## src/design/sdspi_pkg.sv

```systemverilog
// Shared types, codes and command frame tables of the SD SPI-mode host sequencer.
`default_nettype none
package sdspi_pkg;

  localparam int unsigned BlockBytes = 512;
  localparam int unsigned CntW = 10;

  typedef enum logic [1:0] {
    KIND_REQ   = 2'd0,
    KIND_CARD  = 2'd1,
    KIND_WDATA = 2'd2
  } kind_e;

  typedef enum logic [1:0] {
    OP_INIT  = 2'd0,
    OP_READ  = 2'd1,
    OP_WRITE = 2'd2
  } op_e;

  typedef enum logic [2:0] {
    CFG_CARD_TYPE  = 3'd0,
    CFG_RESP_POLL  = 3'd1,
    CFG_TOKEN_WAIT = 3'd2,
    CFG_IDLE_RETRY = 3'd3,
    CFG_INIT_RETRY = 3'd4,
    CFG_BUSY_WAIT  = 3'd5
  } cfg_idx_e;

  typedef enum logic [2:0] {
    ST_OK       = 3'd0,
    ST_TOKEN_TO = 3'd1,
    ST_WREJECT  = 3'd2,
    ST_BUSY_TO  = 3'd3,
    ST_INIT_ERR = 3'd4,
    ST_CMD_ERR  = 3'd5
  } status_e;

  typedef enum logic [2:0] {
    T_CMD0   = 3'd0,
    T_CMD8   = 3'd1,
    T_CMD55I = 3'd2,
    T_ACMD41 = 3'd3,
    T_CMD17  = 3'd4,
    T_CMD55W = 3'd5,
    T_CMD23  = 3'd6,
    T_CMD24  = 3'd7
  } tag_e;

  localparam logic [1:0] CardBlock = 2'd1;
  localparam logic [1:0] CardMmc   = 2'd2;

  typedef struct packed {
    logic [1:0]  kind;
    logic [1:0]  op;
    logic [31:0] sector;
    logic [7:0]  data_byte;
  } in_t;

  typedef struct packed {
    logic       send_valid;
    logic [7:0] send_byte;
    logic       select_low;
    logic       slow_clock;
    logic       read_valid;
    logic [7:0] read_byte;
    logic       data_request;
    logic       done_res;
    logic [2:0] status;
  } out_t;

  typedef struct packed {
    logic [1:0]  card_type;
    logic [7:0]  resp_poll;
    logic [15:0] token_wait;
    logic [7:0]  idle_retry;
    logic [15:0] init_retry;
    logic [15:0] busy_wait;
  } cfg_t;

  function automatic logic [7:0] frame_byte(tag_e t, logic [2:0] i, logic [31:0] addr);
    logic [31:0] arg;
    logic [7:0]  idx;
    logic [7:0]  crc;
    arg = 32'd0;
    idx = 8'h40;
    crc = 8'h01;
    case (t)
      T_CMD0:   begin idx = 8'h40; crc = 8'h95; end
      T_CMD8:   begin idx = 8'h48; crc = 8'h87; arg = 32'h0000_01AA; end
      T_CMD55I: idx = 8'h77;
      T_ACMD41: begin idx = 8'h69; arg = 32'h4000_0000; end
      T_CMD17:  begin idx = 8'h51; arg = addr; end
      T_CMD55W: idx = 8'h77;
      T_CMD23:  begin idx = 8'h57; arg = 32'd1; end
      T_CMD24:  begin idx = 8'h58; arg = addr; end
      default:  idx = 8'h40;
    endcase
    case (i)
      3'd0:    frame_byte = idx;
      3'd1:    frame_byte = arg[31:24];
      3'd2:    frame_byte = arg[23:16];
      3'd3:    frame_byte = arg[15:8];
      3'd4:    frame_byte = arg[7:0];
      default: frame_byte = crc;
    endcase
  endfunction

endpackage
`default_nettype wire

```

## src/design/sdspi_if.sv

```systemverilog
// Valid/ready channel interfaces for item, result and configuration beats.
`default_nettype none
interface sdspi_in_if;
  logic            valid;
  logic            ready;
  sdspi_pkg::in_t  data;
  modport source (output valid, output data, input ready);
  modport sink   (input valid, input data, output ready);
endinterface

interface sdspi_out_if;
  logic            valid;
  logic            ready;
  sdspi_pkg::out_t data;
  modport source (output valid, output data, input ready);
  modport sink   (input valid, input data, output ready);
endinterface

interface sdspi_cfg_if;
  logic        valid;
  logic        ready;
  logic [2:0]  index;
  logic [15:0] wdata;
  modport source (output valid, output index, output wdata, input ready);
  modport sink   (input valid, input index, input wdata, output ready);
endinterface
`default_nettype wire

```

## src/design/sdspi_cfg_regs.sv

```systemverilog
// Configuration register bank.
`default_nettype none
module sdspi_cfg_regs (
  input  wire             clk_i,
  input  wire             rst_ni,
  sdspi_cfg_if.sink       cfg,
  output sdspi_pkg::cfg_t cfg_o
);
  sdspi_pkg::cfg_t cfg_q;

  assign cfg.ready = 1'b1;
  assign cfg_o     = cfg_q;

  always_ff @(posedge clk_i or negedge rst_ni) begin
    if (!rst_ni) begin
      cfg_q.card_type  <= 2'd0;
      cfg_q.resp_poll  <= 8'd31;
      cfg_q.token_wait <= 16'hFFFF;
      cfg_q.idle_retry <= 8'd20;
      cfg_q.init_retry <= 16'hFFFE;
      cfg_q.busy_wait  <= 16'hFFFE;
    end else if (cfg.valid) begin
      case (cfg.index)
        sdspi_pkg::CFG_CARD_TYPE:  cfg_q.card_type  <= cfg.wdata[1:0];
        sdspi_pkg::CFG_RESP_POLL:  cfg_q.resp_poll  <= cfg.wdata[7:0];
        sdspi_pkg::CFG_TOKEN_WAIT: cfg_q.token_wait <= cfg.wdata;
        sdspi_pkg::CFG_IDLE_RETRY: cfg_q.idle_retry <= cfg.wdata[7:0];
        sdspi_pkg::CFG_INIT_RETRY: cfg_q.init_retry <= cfg.wdata;
        sdspi_pkg::CFG_BUSY_WAIT:  cfg_q.busy_wait  <= cfg.wdata;
        default: ;
      endcase
    end
  end
endmodule
`default_nettype wire

```

## src/design/sdspi_seq.sv

```systemverilog
// Sequencer core: input register, next-step logic and result register.
`default_nettype none
module sdspi_seq (
  input  wire             clk_i,
  input  wire             rst_ni,
  input  sdspi_pkg::cfg_t cfg_i,
  sdspi_in_if.sink        in_ch,
  sdspi_out_if.source     out_ch
);
  typedef enum logic [3:0] {
    PH_IDLE, PH_INITCLK, PH_CPRE, PH_FRAME, PH_R1, PH_POST0, PH_FIN, PH_TOKEN,
    PH_RDATA, PH_RCRC, PH_WPRE, PH_WREQ, PH_WDATA, PH_WCRC, PH_WRESP, PH_BUSY
  } phase_e;

  phase_e              phase_q, phase_d;
  logic [1:0]          op_q, op_d;
  logic [31:0]         addr_q, addr_d;
  logic [sdspi_pkg::CntW-1:0] cnt_q, cnt_d;
  logic [15:0]         poll_q, poll_d;
  logic [15:0]         retry_q, retry_d;
  logic [7:0]          last_q, last_d;
  sdspi_pkg::tag_e     tag_q, tag_d;
  logic [2:0]          pend_q, pend_d;

  logic                iv_q;
  sdspi_pkg::in_t      in_q;
  logic                ov_q;
  sdspi_pkg::out_t     out_q;

  logic                emit;
  logic                sv, sel, rv, dr, dn;
  logic [7:0]          sb, rb;
  logic [2:0]          st;
  logic                stall;
  logic [7:0]          b;

  assign stall       = ov_q && !out_ch.ready;
  assign in_ch.ready = !stall;
  assign out_ch.valid = ov_q;
  assign out_ch.data  = out_q;
  assign b            = in_q.data_byte;

  always_comb begin
    phase_d = phase_q; op_d = op_q; addr_d = addr_q; cnt_d = cnt_q;
    poll_d = poll_q; retry_d = retry_q; last_d = last_q; tag_d = tag_q;
    pend_d = pend_q;
    emit = 1'b0; sv = 1'b0; sb = 8'd0; sel = 1'b0; rv = 1'b0; rb = 8'd0;
    dr = 1'b0; dn = 1'b0; st = 3'd0;
    if (iv_q) begin
      case (in_q.kind)
        sdspi_pkg::KIND_REQ: begin
          if (phase_q == PH_IDLE && in_q.op != 2'd3) begin
            op_d = in_q.op;
            emit = 1'b1; sv = 1'b1; sb = 8'hFF;
            if (in_q.op == sdspi_pkg::OP_INIT) begin
              phase_d = PH_INITCLK; cnt_d = '0;
            end else begin
              addr_d  = (cfg_i.card_type != sdspi_pkg::CardBlock) ?
                        {in_q.sector[22:0], 9'd0} : in_q.sector;
              phase_d = PH_CPRE;
              if (in_q.op == sdspi_pkg::OP_READ) tag_d = sdspi_pkg::T_CMD17;
              else if (cfg_i.card_type != sdspi_pkg::CardMmc) tag_d = sdspi_pkg::T_CMD55W;
              else tag_d = sdspi_pkg::T_CMD24;
            end
          end
        end
        sdspi_pkg::KIND_CARD: begin
          if (phase_q != PH_IDLE && phase_q != PH_WREQ) begin
            emit = 1'b1; sv = 1'b1; sb = 8'hFF; sel = 1'b1;
            case (phase_q)
              PH_INITCLK: begin
                sel = 1'b0;
                if (cnt_q < 10'd10) cnt_d = cnt_q + 10'd1;
                else begin
                  retry_d = '0; tag_d = sdspi_pkg::T_CMD0; phase_d = PH_CPRE;
                end
              end
              PH_CPRE: begin
                phase_d = PH_FRAME; cnt_d = '0;
                sb = sdspi_pkg::frame_byte(tag_q, 3'd0, addr_q);
              end
              PH_FRAME: begin
                if (cnt_q < 10'd5) begin
                  cnt_d = cnt_q + 10'd1;
                  sb = sdspi_pkg::frame_byte(tag_q, cnt_d[2:0], addr_q);
                end else begin
                  phase_d = PH_R1; poll_d = '0;
                end
              end
              PH_R1: begin
                if (b[7] && poll_q < {8'd0, cfg_i.resp_poll}) begin
                  poll_d = poll_q + 16'd1;
                end else begin
                  last_d = b;
                  sel = 1'b0;
                  case (tag_q)
                    sdspi_pkg::T_CMD0: phase_d = PH_POST0;
                    sdspi_pkg::T_CMD8: begin
                      if (b == 8'd1) begin
                        retry_d = '0; tag_d = sdspi_pkg::T_CMD55I; phase_d = PH_CPRE;
                      end else begin
                        pend_d = sdspi_pkg::ST_INIT_ERR; phase_d = PH_FIN;
                      end
                    end
                    sdspi_pkg::T_CMD55I: begin
                      tag_d = sdspi_pkg::T_ACMD41; phase_d = PH_CPRE;
                    end
                    sdspi_pkg::T_ACMD41: begin
                      if (b == 8'd0) begin
                        pend_d = sdspi_pkg::ST_OK; phase_d = PH_FIN;
                      end else if (retry_q < cfg_i.init_retry) begin
                        retry_d = retry_q + 16'd1;
                        tag_d = sdspi_pkg::T_CMD55I; phase_d = PH_CPRE;
                      end else begin
                        pend_d = sdspi_pkg::ST_INIT_ERR; phase_d = PH_FIN;
                      end
                    end
                    sdspi_pkg::T_CMD17: begin
                      if (b != 8'd0) begin
                        pend_d = sdspi_pkg::ST_CMD_ERR; phase_d = PH_FIN;
                      end else begin
                        sel = 1'b1; phase_d = PH_TOKEN; poll_d = '0;
                      end
                    end
                    sdspi_pkg::T_CMD55W: begin
                      tag_d = sdspi_pkg::T_CMD23; phase_d = PH_CPRE;
                    end
                    sdspi_pkg::T_CMD23: begin
                      tag_d = sdspi_pkg::T_CMD24; phase_d = PH_CPRE;
                    end
                    default: begin
                      if (b != 8'd0) begin
                        pend_d = sdspi_pkg::ST_CMD_ERR; phase_d = PH_FIN;
                      end else begin
                        sel = 1'b1; phase_d = PH_WPRE; cnt_d = '0;
                      end
                    end
                  endcase
                end
              end
              PH_POST0: begin
                sel = 1'b0;
                if (last_q == 8'd1) begin
                  tag_d = sdspi_pkg::T_CMD8; phase_d = PH_CPRE;
                end else if (retry_q < {8'd0, cfg_i.idle_retry}) begin
                  retry_d = retry_q + 16'd1; tag_d = sdspi_pkg::T_CMD0; phase_d = PH_CPRE;
                end else begin
                  pend_d = sdspi_pkg::ST_INIT_ERR; phase_d = PH_FIN;
                end
              end
              PH_FIN: begin
                sv = 1'b0; sb = 8'd0; sel = 1'b0; dn = 1'b1; st = pend_q;
                phase_d = PH_IDLE;
              end
              PH_TOKEN: begin
                if (poll_q >= cfg_i.token_wait) begin
                  sel = 1'b0; pend_d = sdspi_pkg::ST_TOKEN_TO; phase_d = PH_FIN;
                end else if (b == 8'hFE) begin
                  phase_d = PH_RDATA; cnt_d = '0;
                end else poll_d = poll_q + 16'd1;
              end
              PH_RDATA: begin
                rv = 1'b1; rb = b;
                if ({1'b0, cnt_q} + 11'd1 < 11'(sdspi_pkg::BlockBytes)) cnt_d = cnt_q + 10'd1;
                else begin
                  phase_d = PH_RCRC; cnt_d = '0;
                end
              end
              PH_RCRC: begin
                if (cnt_q == '0) cnt_d = 10'd1;
                else begin
                  sel = 1'b0; pend_d = sdspi_pkg::ST_OK; phase_d = PH_FIN;
                end
              end
              PH_WPRE: begin
                if (cnt_q < 10'd2) cnt_d = cnt_q + 10'd1;
                else if (cnt_q == 10'd2) begin
                  cnt_d = 10'd3; sb = 8'hFE;
                end else begin
                  sv = 1'b0; sb = 8'd0; sel = 1'b0; dr = 1'b1;
                  phase_d = PH_WREQ; cnt_d = '0;
                end
              end
              PH_WDATA: begin
                if ({1'b0, cnt_q} + 11'd1 < 11'(sdspi_pkg::BlockBytes)) begin
                  cnt_d = cnt_q + 10'd1; phase_d = PH_WREQ;
                  sv = 1'b0; sb = 8'd0; sel = 1'b0; dr = 1'b1;
                end else begin
                  phase_d = PH_WCRC; cnt_d = '0;
                end
              end
              PH_WCRC: begin
                if (cnt_q == '0) cnt_d = 10'd1;
                else phase_d = PH_WRESP;
              end
              PH_WRESP: begin
                last_d = b;
                if (b[4:0] != 5'h05) begin
                  sv = 1'b0; sb = 8'd0; sel = 1'b0; dn = 1'b1;
                  st = sdspi_pkg::ST_WREJECT; phase_d = PH_IDLE;
                end else begin
                  phase_d = PH_BUSY; poll_d = '0;
                end
              end
              PH_BUSY: begin
                if (b != 8'd0) begin
                  sel = 1'b0; pend_d = sdspi_pkg::ST_OK; phase_d = PH_FIN;
                end else if (poll_q >= cfg_i.busy_wait) begin
                  sv = 1'b0; sb = 8'd0; sel = 1'b0; dn = 1'b1;
                  st = sdspi_pkg::ST_BUSY_TO; phase_d = PH_IDLE;
                end else poll_d = poll_q + 16'd1;
              end
              default: emit = 1'b0;
            endcase
          end
        end
        sdspi_pkg::KIND_WDATA: begin
          if (phase_q == PH_WREQ) begin
            phase_d = PH_WDATA;
            emit = 1'b1; sv = 1'b1; sb = b; sel = 1'b1;
          end
        end
        default: emit = 1'b0;
      endcase
    end
  end

  always_ff @(posedge clk_i or negedge rst_ni) begin
    if (!rst_ni) begin
      phase_q <= PH_IDLE; op_q <= 2'd0; addr_q <= '0; cnt_q <= '0; poll_q <= '0;
      retry_q <= '0; last_q <= 8'hFF; tag_q <= sdspi_pkg::T_CMD0; pend_q <= '0;
      iv_q <= 1'b0; ov_q <= 1'b0;
    end else if (!stall) begin
      phase_q <= phase_d; op_q <= op_d; addr_q <= addr_d; cnt_q <= cnt_d;
      poll_q <= poll_d; retry_q <= retry_d; last_q <= last_d; tag_q <= tag_d;
      pend_q <= pend_d;
      iv_q <= in_ch.valid;
      ov_q <= emit;
    end
  end

  always_ff @(posedge clk_i) begin
    if (!stall) begin
      in_q <= in_ch.data;
      out_q.send_valid   <= sv;
      out_q.send_byte    <= sb;
      out_q.select_low   <= sel;
      out_q.slow_clock   <= sv && (op_d == sdspi_pkg::OP_INIT);
      out_q.read_valid   <= rv;
      out_q.read_byte    <= rb;
      out_q.data_request <= dr;
      out_q.done_res     <= dn;
      out_q.status       <= st;
    end
  end
endmodule
`default_nettype wire

```

## src/design/sd_spi_mode_host_sequencer_unit.sv

```systemverilog
// Top level of the SD SPI-mode host sequencer.
// One item enters per cycle: it is registered in the input register, the next byte
// to exchange is decided by one pass of logic, and the result is registered in the
// output register; a waiting result stalls the input only while the output sink
// holds ready low. Configure only while no beat is in flight.
`default_nettype none
module sd_spi_mode_host_sequencer_unit (
  input  wire          clk_i,
  input  wire          rst_ni,
  sdspi_in_if.sink     in_ch,
  sdspi_out_if.source  out_ch,
  sdspi_cfg_if.sink    cfg_ch
);
  sdspi_pkg::cfg_t cfg;

  sdspi_cfg_regs u_cfg (.clk_i, .rst_ni, .cfg(cfg_ch), .cfg_o(cfg));
  sdspi_seq u_seq (.clk_i, .rst_ni, .cfg_i(cfg), .in_ch, .out_ch);

  a_read_has_send: assert property (@(posedge clk_i) disable iff (!rst_ni)
    out_ch.valid && out_ch.data.read_valid |-> out_ch.data.send_valid)
    else $error("read byte without exchange");
  a_done_alone: assert property (@(posedge clk_i) disable iff (!rst_ni)
    out_ch.valid && out_ch.data.done_res |-> !out_ch.data.send_valid &&
      !out_ch.data.data_request)
    else $error("done with other action");
  a_status_range: assert property (@(posedge clk_i) disable iff (!rst_ni)
    out_ch.valid && out_ch.data.done_res |-> out_ch.data.status <= 3'd5)
    else $error("bad status");
endmodule
`default_nettype wire

```

## src/flat_wrapper.sv

```systemverilog
// flat-port wrapper written by rule: the top's interface ports become plain ports
module sd_spi_mode_host_sequencer_unit_flat 
  (clk_i, rst_ni, in_ch_valid, in_ch_data, in_ch_ready, out_ch_valid, out_ch_data, out_ch_ready, cfg_ch_valid, cfg_ch_index, cfg_ch_wdata, cfg_ch_ready);
  sdspi_in_if in_ch_i ();
  sdspi_out_if out_ch_i ();
  sdspi_cfg_if cfg_ch_i ();
  input  wire clk_i;
  input  wire rst_ni;
  input wire logic [$bits(in_ch_i.valid)-1:0] in_ch_valid;
  input wire logic [$bits(in_ch_i.data)-1:0] in_ch_data;
  output wire logic [$bits(in_ch_i.ready)-1:0] in_ch_ready;
  output wire logic [$bits(out_ch_i.valid)-1:0] out_ch_valid;
  output wire logic [$bits(out_ch_i.data)-1:0] out_ch_data;
  input wire logic [$bits(out_ch_i.ready)-1:0] out_ch_ready;
  input wire logic [$bits(cfg_ch_i.valid)-1:0] cfg_ch_valid;
  input wire logic [$bits(cfg_ch_i.index)-1:0] cfg_ch_index;
  input wire logic [$bits(cfg_ch_i.wdata)-1:0] cfg_ch_wdata;
  output wire logic [$bits(cfg_ch_i.ready)-1:0] cfg_ch_ready;
  assign in_ch_i.valid = in_ch_valid;
  assign in_ch_i.data = in_ch_data;
  assign in_ch_ready = in_ch_i.ready;
  assign out_ch_valid = out_ch_i.valid;
  assign out_ch_data = out_ch_i.data;
  assign out_ch_i.ready = out_ch_ready;
  assign cfg_ch_i.valid = cfg_ch_valid;
  assign cfg_ch_i.index = cfg_ch_index;
  assign cfg_ch_i.wdata = cfg_ch_wdata;
  assign cfg_ch_ready = cfg_ch_i.ready;
  sd_spi_mode_host_sequencer_unit u_core (.clk_i(clk_i), .rst_ni(rst_ni), .in_ch(in_ch_i), .out_ch(out_ch_i), .cfg_ch(cfg_ch_i));
endmodule
```

## config.mk

```make
export PLATFORM = sky130hd
export DESIGN_NAME = sd_spi_mode_host_sequencer_unit_flat
export DESIGN_NICKNAME = d
export VERILOG_FILES = /design/src/design/sdspi_pkg.sv /design/src/design/sdspi_if.sv /design/src/design/sdspi_cfg_regs.sv /design/src/design/sdspi_seq.sv /design/src/design/sd_spi_mode_host_sequencer_unit.sv /design/src/flat_wrapper.sv
export SDC_FILE = /design/constraint.sdc
export NUM_CORES = 1
export LEC_CHECK = 0
export BUFFER_PORTS_ARGS = -buffer_cell sky130_fd_sc_hd__buf_2
export CAP_MARGIN = 30
export CELL_PAD_IN_SITES_DETAIL_PLACEMENT = 1
export CELL_PAD_IN_SITES_GLOBAL_PLACEMENT = 2
export CORE_MARGIN = 4
export CORE_UTILIZATION = 36
export DETAILED_ROUTE_END_ITERATION = 8
export GPL_TIMING_DRIVEN = 0
export PLACE_DENSITY = 0.89
export SLEW_MARGIN = 30
export SYNTH_ARGS = -nofsm -noshare
export SYNTH_HDL_FRONTEND = slang
export SYNTH_SLANG_ARGS = --single-unit
```

## constraint.sdc

```tcl
create_clock -name clk_i -period 4.05 [get_ports clk_i]
set_clock_uncertainty 0.05 [all_clocks]
set_input_delay 0.405 -clock clk_i [delete_from_list [all_inputs] [get_ports clk_i]]
set_output_delay 0.405 -clock clk_i [all_outputs]
set_load 0.01 [all_outputs]
```

# [Word level (Yosys, flattened, before mapping)]
# Index checks and enable logic that the tools add are counted.
[word_totals] ff_bits=231 latchBits=0 ram_bits=0 inputBits=68 rom_bits=0 mem_count=0 output_inout_bits=28
[classes] n_div=0 addsub=4 shifts=0 n_eq_ne=97 n_bitwise=2 muxes=150 reduce_logical=50 mul=0 n_lt_le_gt_ge=9
[op_table] cell="16-bit 2-to-1 mux" count=16
[op_table] cell="10-bit 2-to-1 mux" count=13
[op_table] cell="32-bit one-hot mux with 4 select lines" count=1
[op_table] cell="8-bit one-hot mux with 7 select lines" count=2
[op_table] cell="8-bit 2-to-1 mux" count=11
[op_table] cell="10-bit one-hot mux with 8 select lines" count=1
[op_table] cell="16-bit one-hot mux with 5 select lines" count=1
[op_table] cell="3-bit 2-to-1 mux" count=26
[op_table] cell="4-bit 2-to-1 mux" count=17
[op_table] cell="3-bit != test (second input constant)" count=22
[op_table] cell="4-bit one-hot mux with 14 select lines" count=1
[op_table] cell="16-bit one-hot mux with 3 select lines" count=1
[op_table] cell="2-bit != test (second input constant)" count=22
[op_table] cell="8-bit one-hot mux with 5 select lines" count=1
[op_table] cell="4-bit != test (second input constant)" count=9
[op_table] cell="16-bit by 1-bit adder with 16-bit output (second input constant)" count=2
[op_table] cell="4-bit equality test (second input constant)" count=8
[op_table] cell="16-bit greater-or-equal comparator" count=2
[op_table] cell="16-bit by 8-bit < comparator with 1-bit output" count=2
[op_table] cell="32-bit 2-to-1 mux" count=1
[op_table] cell="16-bit one-hot mux with 2 select lines" count=1
[op_table] cell="8-bit one-hot mux with 2 select lines" count=2
[op_table] cell="3-bit one-hot mux with 5 select lines" count=2
[op_table] cell="15-bit AND reduction" count=2
[op_table] cell="other kinds (63)" count=146

# [Logic depth before layout (Yosys ltp)]
[logic_depth] depth_word=8 mapped_depth=12 mapped_depth_nobuf=9

# [Modules after synthesis]
# From an unflattened synthesis, not the netlist that was laid out.
[unflattened] hier_cells=1308 hier_area_um2=13295.3
[modules_own_cells] mod="sdspi_seq" cells_each=1162 area_per_inst_um2=10656.5 n_inst=1
[modules_own_cells] mod="sdspi_cfg_regs" cells_each=146 area_per_inst_um2=2638.8 n_inst=1

# [Least setup slack after synthesis]
# OpenSTA, ideal clock, no wires.
[synth_path] path_type="input to register" startpoint="input out_ch_ready" endpoint="register u_core.u_seq.retry_q[7]" slack_ns=-0.414 required_ns=3.905 setup_time_ns=0.095 arrival_ns=4.319 stages=10 path_cell_list="nand2b_1 > clkbuf_1 > nor2b_1 > o211ai_1 > nor3_1 > nand3_1 > or3_1 > buf_2 > buf_6 > o31ai_1"
[synth_via] elab_chain_len=4
[synth_rtl] item="start: declaration" line_no="flat_wrapper.sv:14" source="input wire logic [$bits(out_ch_i.ready)-1:0] out_ch_ready;"
[synth_rtl] item="1-bit logical NOT" line_no="sdspi_seq.sv:37" source="assign stall = ov_q && !out_ch.ready;"
[synth_rtl] item="1-bit logical AND" line_no="sdspi_seq.sv:37"
[synth_rtl] item="1-bit inverter (no source line)"
[synth_rtl] item="13-bit AND reduction (no source line)"
[synth_rtl] item="end signal: assignment" line_no="sdspi_seq.sv:235" source="poll_q <= poll_d; retry_q <= retry_d; last_q <= last_d; tag_q <= tag_d;"
[synth_rtl] item="end: declaration" line_no="sdspi_seq.sv:20" source="logic [15:0] retry_q, retry_d;"
# Every way passes these cells.
# A chain may end at the register's enable or synchronous reset.

# [Worst setup path in the final report]
[layout_path] startpoint="register u_core.u_seq.poll_q[5]" endpoint="register u_core.u_seq.poll_q[13]"
[layout_via] elab_chain_len=4
[layout_rtl] item="start: declaration" line_no="sdspi_seq.sv:19" source="logic [15:0] poll_q, poll_d;"
[layout_rtl] item="start signal: assignment" line_no="sdspi_seq.sv:235"
[layout_rtl] item="16-bit by 1-bit adder with 16-bit output / 16-bit by 8-bit < comparator with 1-bit output (equally long branches)"
[layout_rtl] item="16-bit 2-to-1 mux, or another cell as far along" line_no="sdspi_seq.sv:208" source="end else if (poll_q >= cfg_i.busy_wait) begin"
[layout_rtl] item="16-bit 2-to-1 mux, or another cell as far along" line_no="sdspi_seq.sv:206" source="if (b != 8'd0) begin"
[layout_rtl] item="16-bit one-hot mux with 5 select lines / 13-bit AND reduction (equally long branches)"
# Several ways; a longest one is shown, not always the timed one. The select of a mux whose other input is x is not followed.

==> reports/summary.txt <==
drt first pass iters = 6
Slew HR = 43.50%
Final #Nets = 1,661
Sink Count = 230
post-synthesis cell area = 13,200 um^2
P_sw = 3.364 mW
area of the die = 39,800 um^2
Cell Rows = 69
FFs w/ async S/R, synth = 70.00%
actual slew at the worst max-slew pin = 0.8444 ns
Most used DFF post-synth = dfrtp_1
non-filler instance count after layout = 2,002
Antenna Cells = 0
maximum vdd drop = 0.0003656 V
Seq pwr share = 38.1%
initial core utilization = 36.85%
RSZ-0062 raised after global routing = false
initial antenna violation count = 0
Port Buffer Count = 94
most frequent cells in the layout = nand2_1, o21ai_0, buf_2
Synth Register Bits = 230
total track usage = 21.91%
Hold WC Path Type = input pin to flop
EDFF count, synth = 69
Inst Count DP = 1,904
Mapped Cells = 1,347
Hold Worst Slack = 0.05495 ns
layout cell share with drive strength beyond 1 = 18.62%
Avg Cell Area, Syn = 9.801 um^2
Post-route DRC = 0
combinational power share = 33.7%
via/cell ratio = 5.707
# H-tree levels = 1
CP startpoint kind = flop
postcts setup bufs = 0
CTS Buf Count = 29
Ys Warns = 0
post-route minimum period = 3.584 ns
vias in the first global route = 11,930
First DRT Iteration DRCs = 674
Die X = 199.5 um
register area share after synthesis = 46.79%
Syn-to-layout area delta = 19.06%
GRT overflow = 0
Slew Viols, Final = 0
switching share of total power = 36.96%
CTS tree = built
CTS-repair resized insts = 0
Setup TNS = 0 ns
syn nets = 1,489
commonest non-fill, non-tap cell in the layout = nand2_1
crit share post-route = 88.51%
top-level port count = 96
clk_lat worst skew = 0.55 ns
first-pass GRT wire length = 68.75 mm
Max Root-Sink Buffers = 3
largest net degree at the start of global routing = 78
CP required = 4.43 ns
overall power = 9.100 mW
Yosys cell types = 92
WL/cell = 21.99 um
Setup crit end kind = flop
Root Buffer = clkbuf_16
P_int = 5.736 mW
Worst Path Max Fanout = 9
core footprint = 35,830 um^2
Util after Layout = 43.87%
WS Path Type = flop to flop
Reg clk slew, reported paths = 0.06 ns
outcome = finished, final reports clean
Detailed Route WL = 44.02 mm
Routability Congestion = 0.9145
setup violators final = 0
final hold violations = 0
Pwr Density = 579.0 nW/um^2
antenna-violating nets left = 0
chip height = 199.5 um
WP data arrival = 3.97 ns
DP HPWL = 31.95 mm
Leak Pwr = 6.606 nW
clock share of power = 28.2%
max cap viols = 0
DR vias = 11,430
fmax = 279.0 MHz
Post-CTS Hold Buffers = 45
[cell usage after synthesis, drive strengths merged (32+ instances only)]
cell type | instances | area share (%)
nor2 | 58 | 1.7
o21ai | 128 | 4.9
a21oi | 70 | 2.7
o31ai | 32 | 1.8
edfxtp | 69 | 16
nand2 | 168 | 4.8
dfrtp | 100 | 19
mux2 | 45 | 3.8
nand3 | 48 | 1.8
clkbuf | 53 | 1.5
ha | 74 | 7.0
inv | 79 | 2.2
dfstp | 61 | 12
[state kept, by name (all words and copies together) (netlist names)]
name / flops
u_core.u_seq.poll_q: 16
u_core.u_seq.op_q: 2
u_core.u_seq.b: 8
u_core.u_seq.retry_q: 16
u_core.u_seq.out_ch.valid: 1
u_core.u_seq.pend_q: 2
u_core.u_seq.iv_q: 1
u_core.u_seq.last_q: 8
u_core.u_seq.phase_q: 4
u_core.u_seq.addr_q: 32
u_core.u_seq.in_q: 36
u_core.u_seq.out_ch.data: 25
u_core.u_seq.tag_q: 3
u_core.u_cfg.cfg_o: 66
u_core.u_seq.cnt_q: 10
[through the flow]
stage,cell area (um^2),setup slack (ns)
floorplan,13200,0.7304
global placement,14250,-0.2924
detailed placement,14320,0.4044
CTS,15720,0.4535
global route,15720,0.2544
finish,15720,0.4655
[power by group through the flow]
stage	clock (mW)	combinational, mW	sequential, mW
2_1_floorplan	0	1.98	3.38
3_5_place_dp	0	3.00	3.49
6_report	2.57	3.07	3.46
3_3_place_gp	0	2.88	3.47
5_1_grt	2.74	3.39	3.53
4_1_cts	2.65	3.05	3.47
[layout make-up]
type | count | area [um^2]
Clock buffer | 46 | 829.5
Sequential cell | 230 | 6177
Timing Repair Buffer | 141 | 985.9
Multi-Input combinational cell | 966 | 6426
Clock inverter | 7 | 113.9
Tap cell | 461 | 576.8
Fill cell | 4037 | 20110
Buffer | 71 | 307.8
Inverter | 80 | 300.3
[worst max-delay path, cell delays in order (launching register included)]
cell	delay, ns
dfrtp_1	0.53
ha_1	0.43
a2111oi_2	0.37
o21ai_1	0.13
a211oi_2	0.31
o21ai_1	0.25
nor2b_1	0.20
clkbuf_2	0.16
or4b_1	0.49
buf_2	0.18
o41ai_1	0.36
[layer usage]
metal | part of all wire, % | vias up | GRT usage [%]
met2 | 48 | 267 | 37.15
met3 | 4.0 | 72 | 2.934
li1 | - | 5292 | -
met1 | 45 | 5795 | 29.88
met4 | 2.4 | 0 | 5.333
met5 | 0 | - | 0
[path summary, 6_finish.rpt]
kind                                                  endpoint  cells after the start  slack (ns)                                from
min in group asynchronous  u_core.u_seq.poll_q[12]$_DFFE_PN0P_                      2        0.21                              rst_ni
max                        u_core.u_seq.poll_q[13]$_DFFE_PN0P_                     10        0.47  u_core.u_seq.poll_q[5]$_DFFE_PN0P_
max in group asynchronous   u_core.u_cfg.cfg_o[18]$_DFFE_PN1P_                      3        3.09                              rst_ni
min reg2reg                 u_core.u_seq.addr_q[2]$_DFFE_PN0P_                      2        0.42  u_core.u_seq.addr_q[2]$_DFFE_PN0P_
min                              u_core.u_seq.iv_q$_DFFE_PN0N_                      2        0.05                         in_ch_valid
max reg2reg                u_core.u_seq.poll_q[13]$_DFFE_PN0P_                     10        0.47  u_core.u_seq.poll_q[5]$_DFFE_PN0P_
[cells by family after synthesis]
logic type,after synthesis,synth area share [%]
AND/OR/NAND/NOR,441,16.56
AO/OA/AOI/OAI,371,18.69
flip-flops,230,46.79
buffers and inverters,151,4.530
multiplexers,76,6.189
adder cells (fa/ha/maj),74,7.014
XOR/XNOR,3,0.1991
other,1,0.02841
No activity file was read; power rests on OpenSTA's default activity.
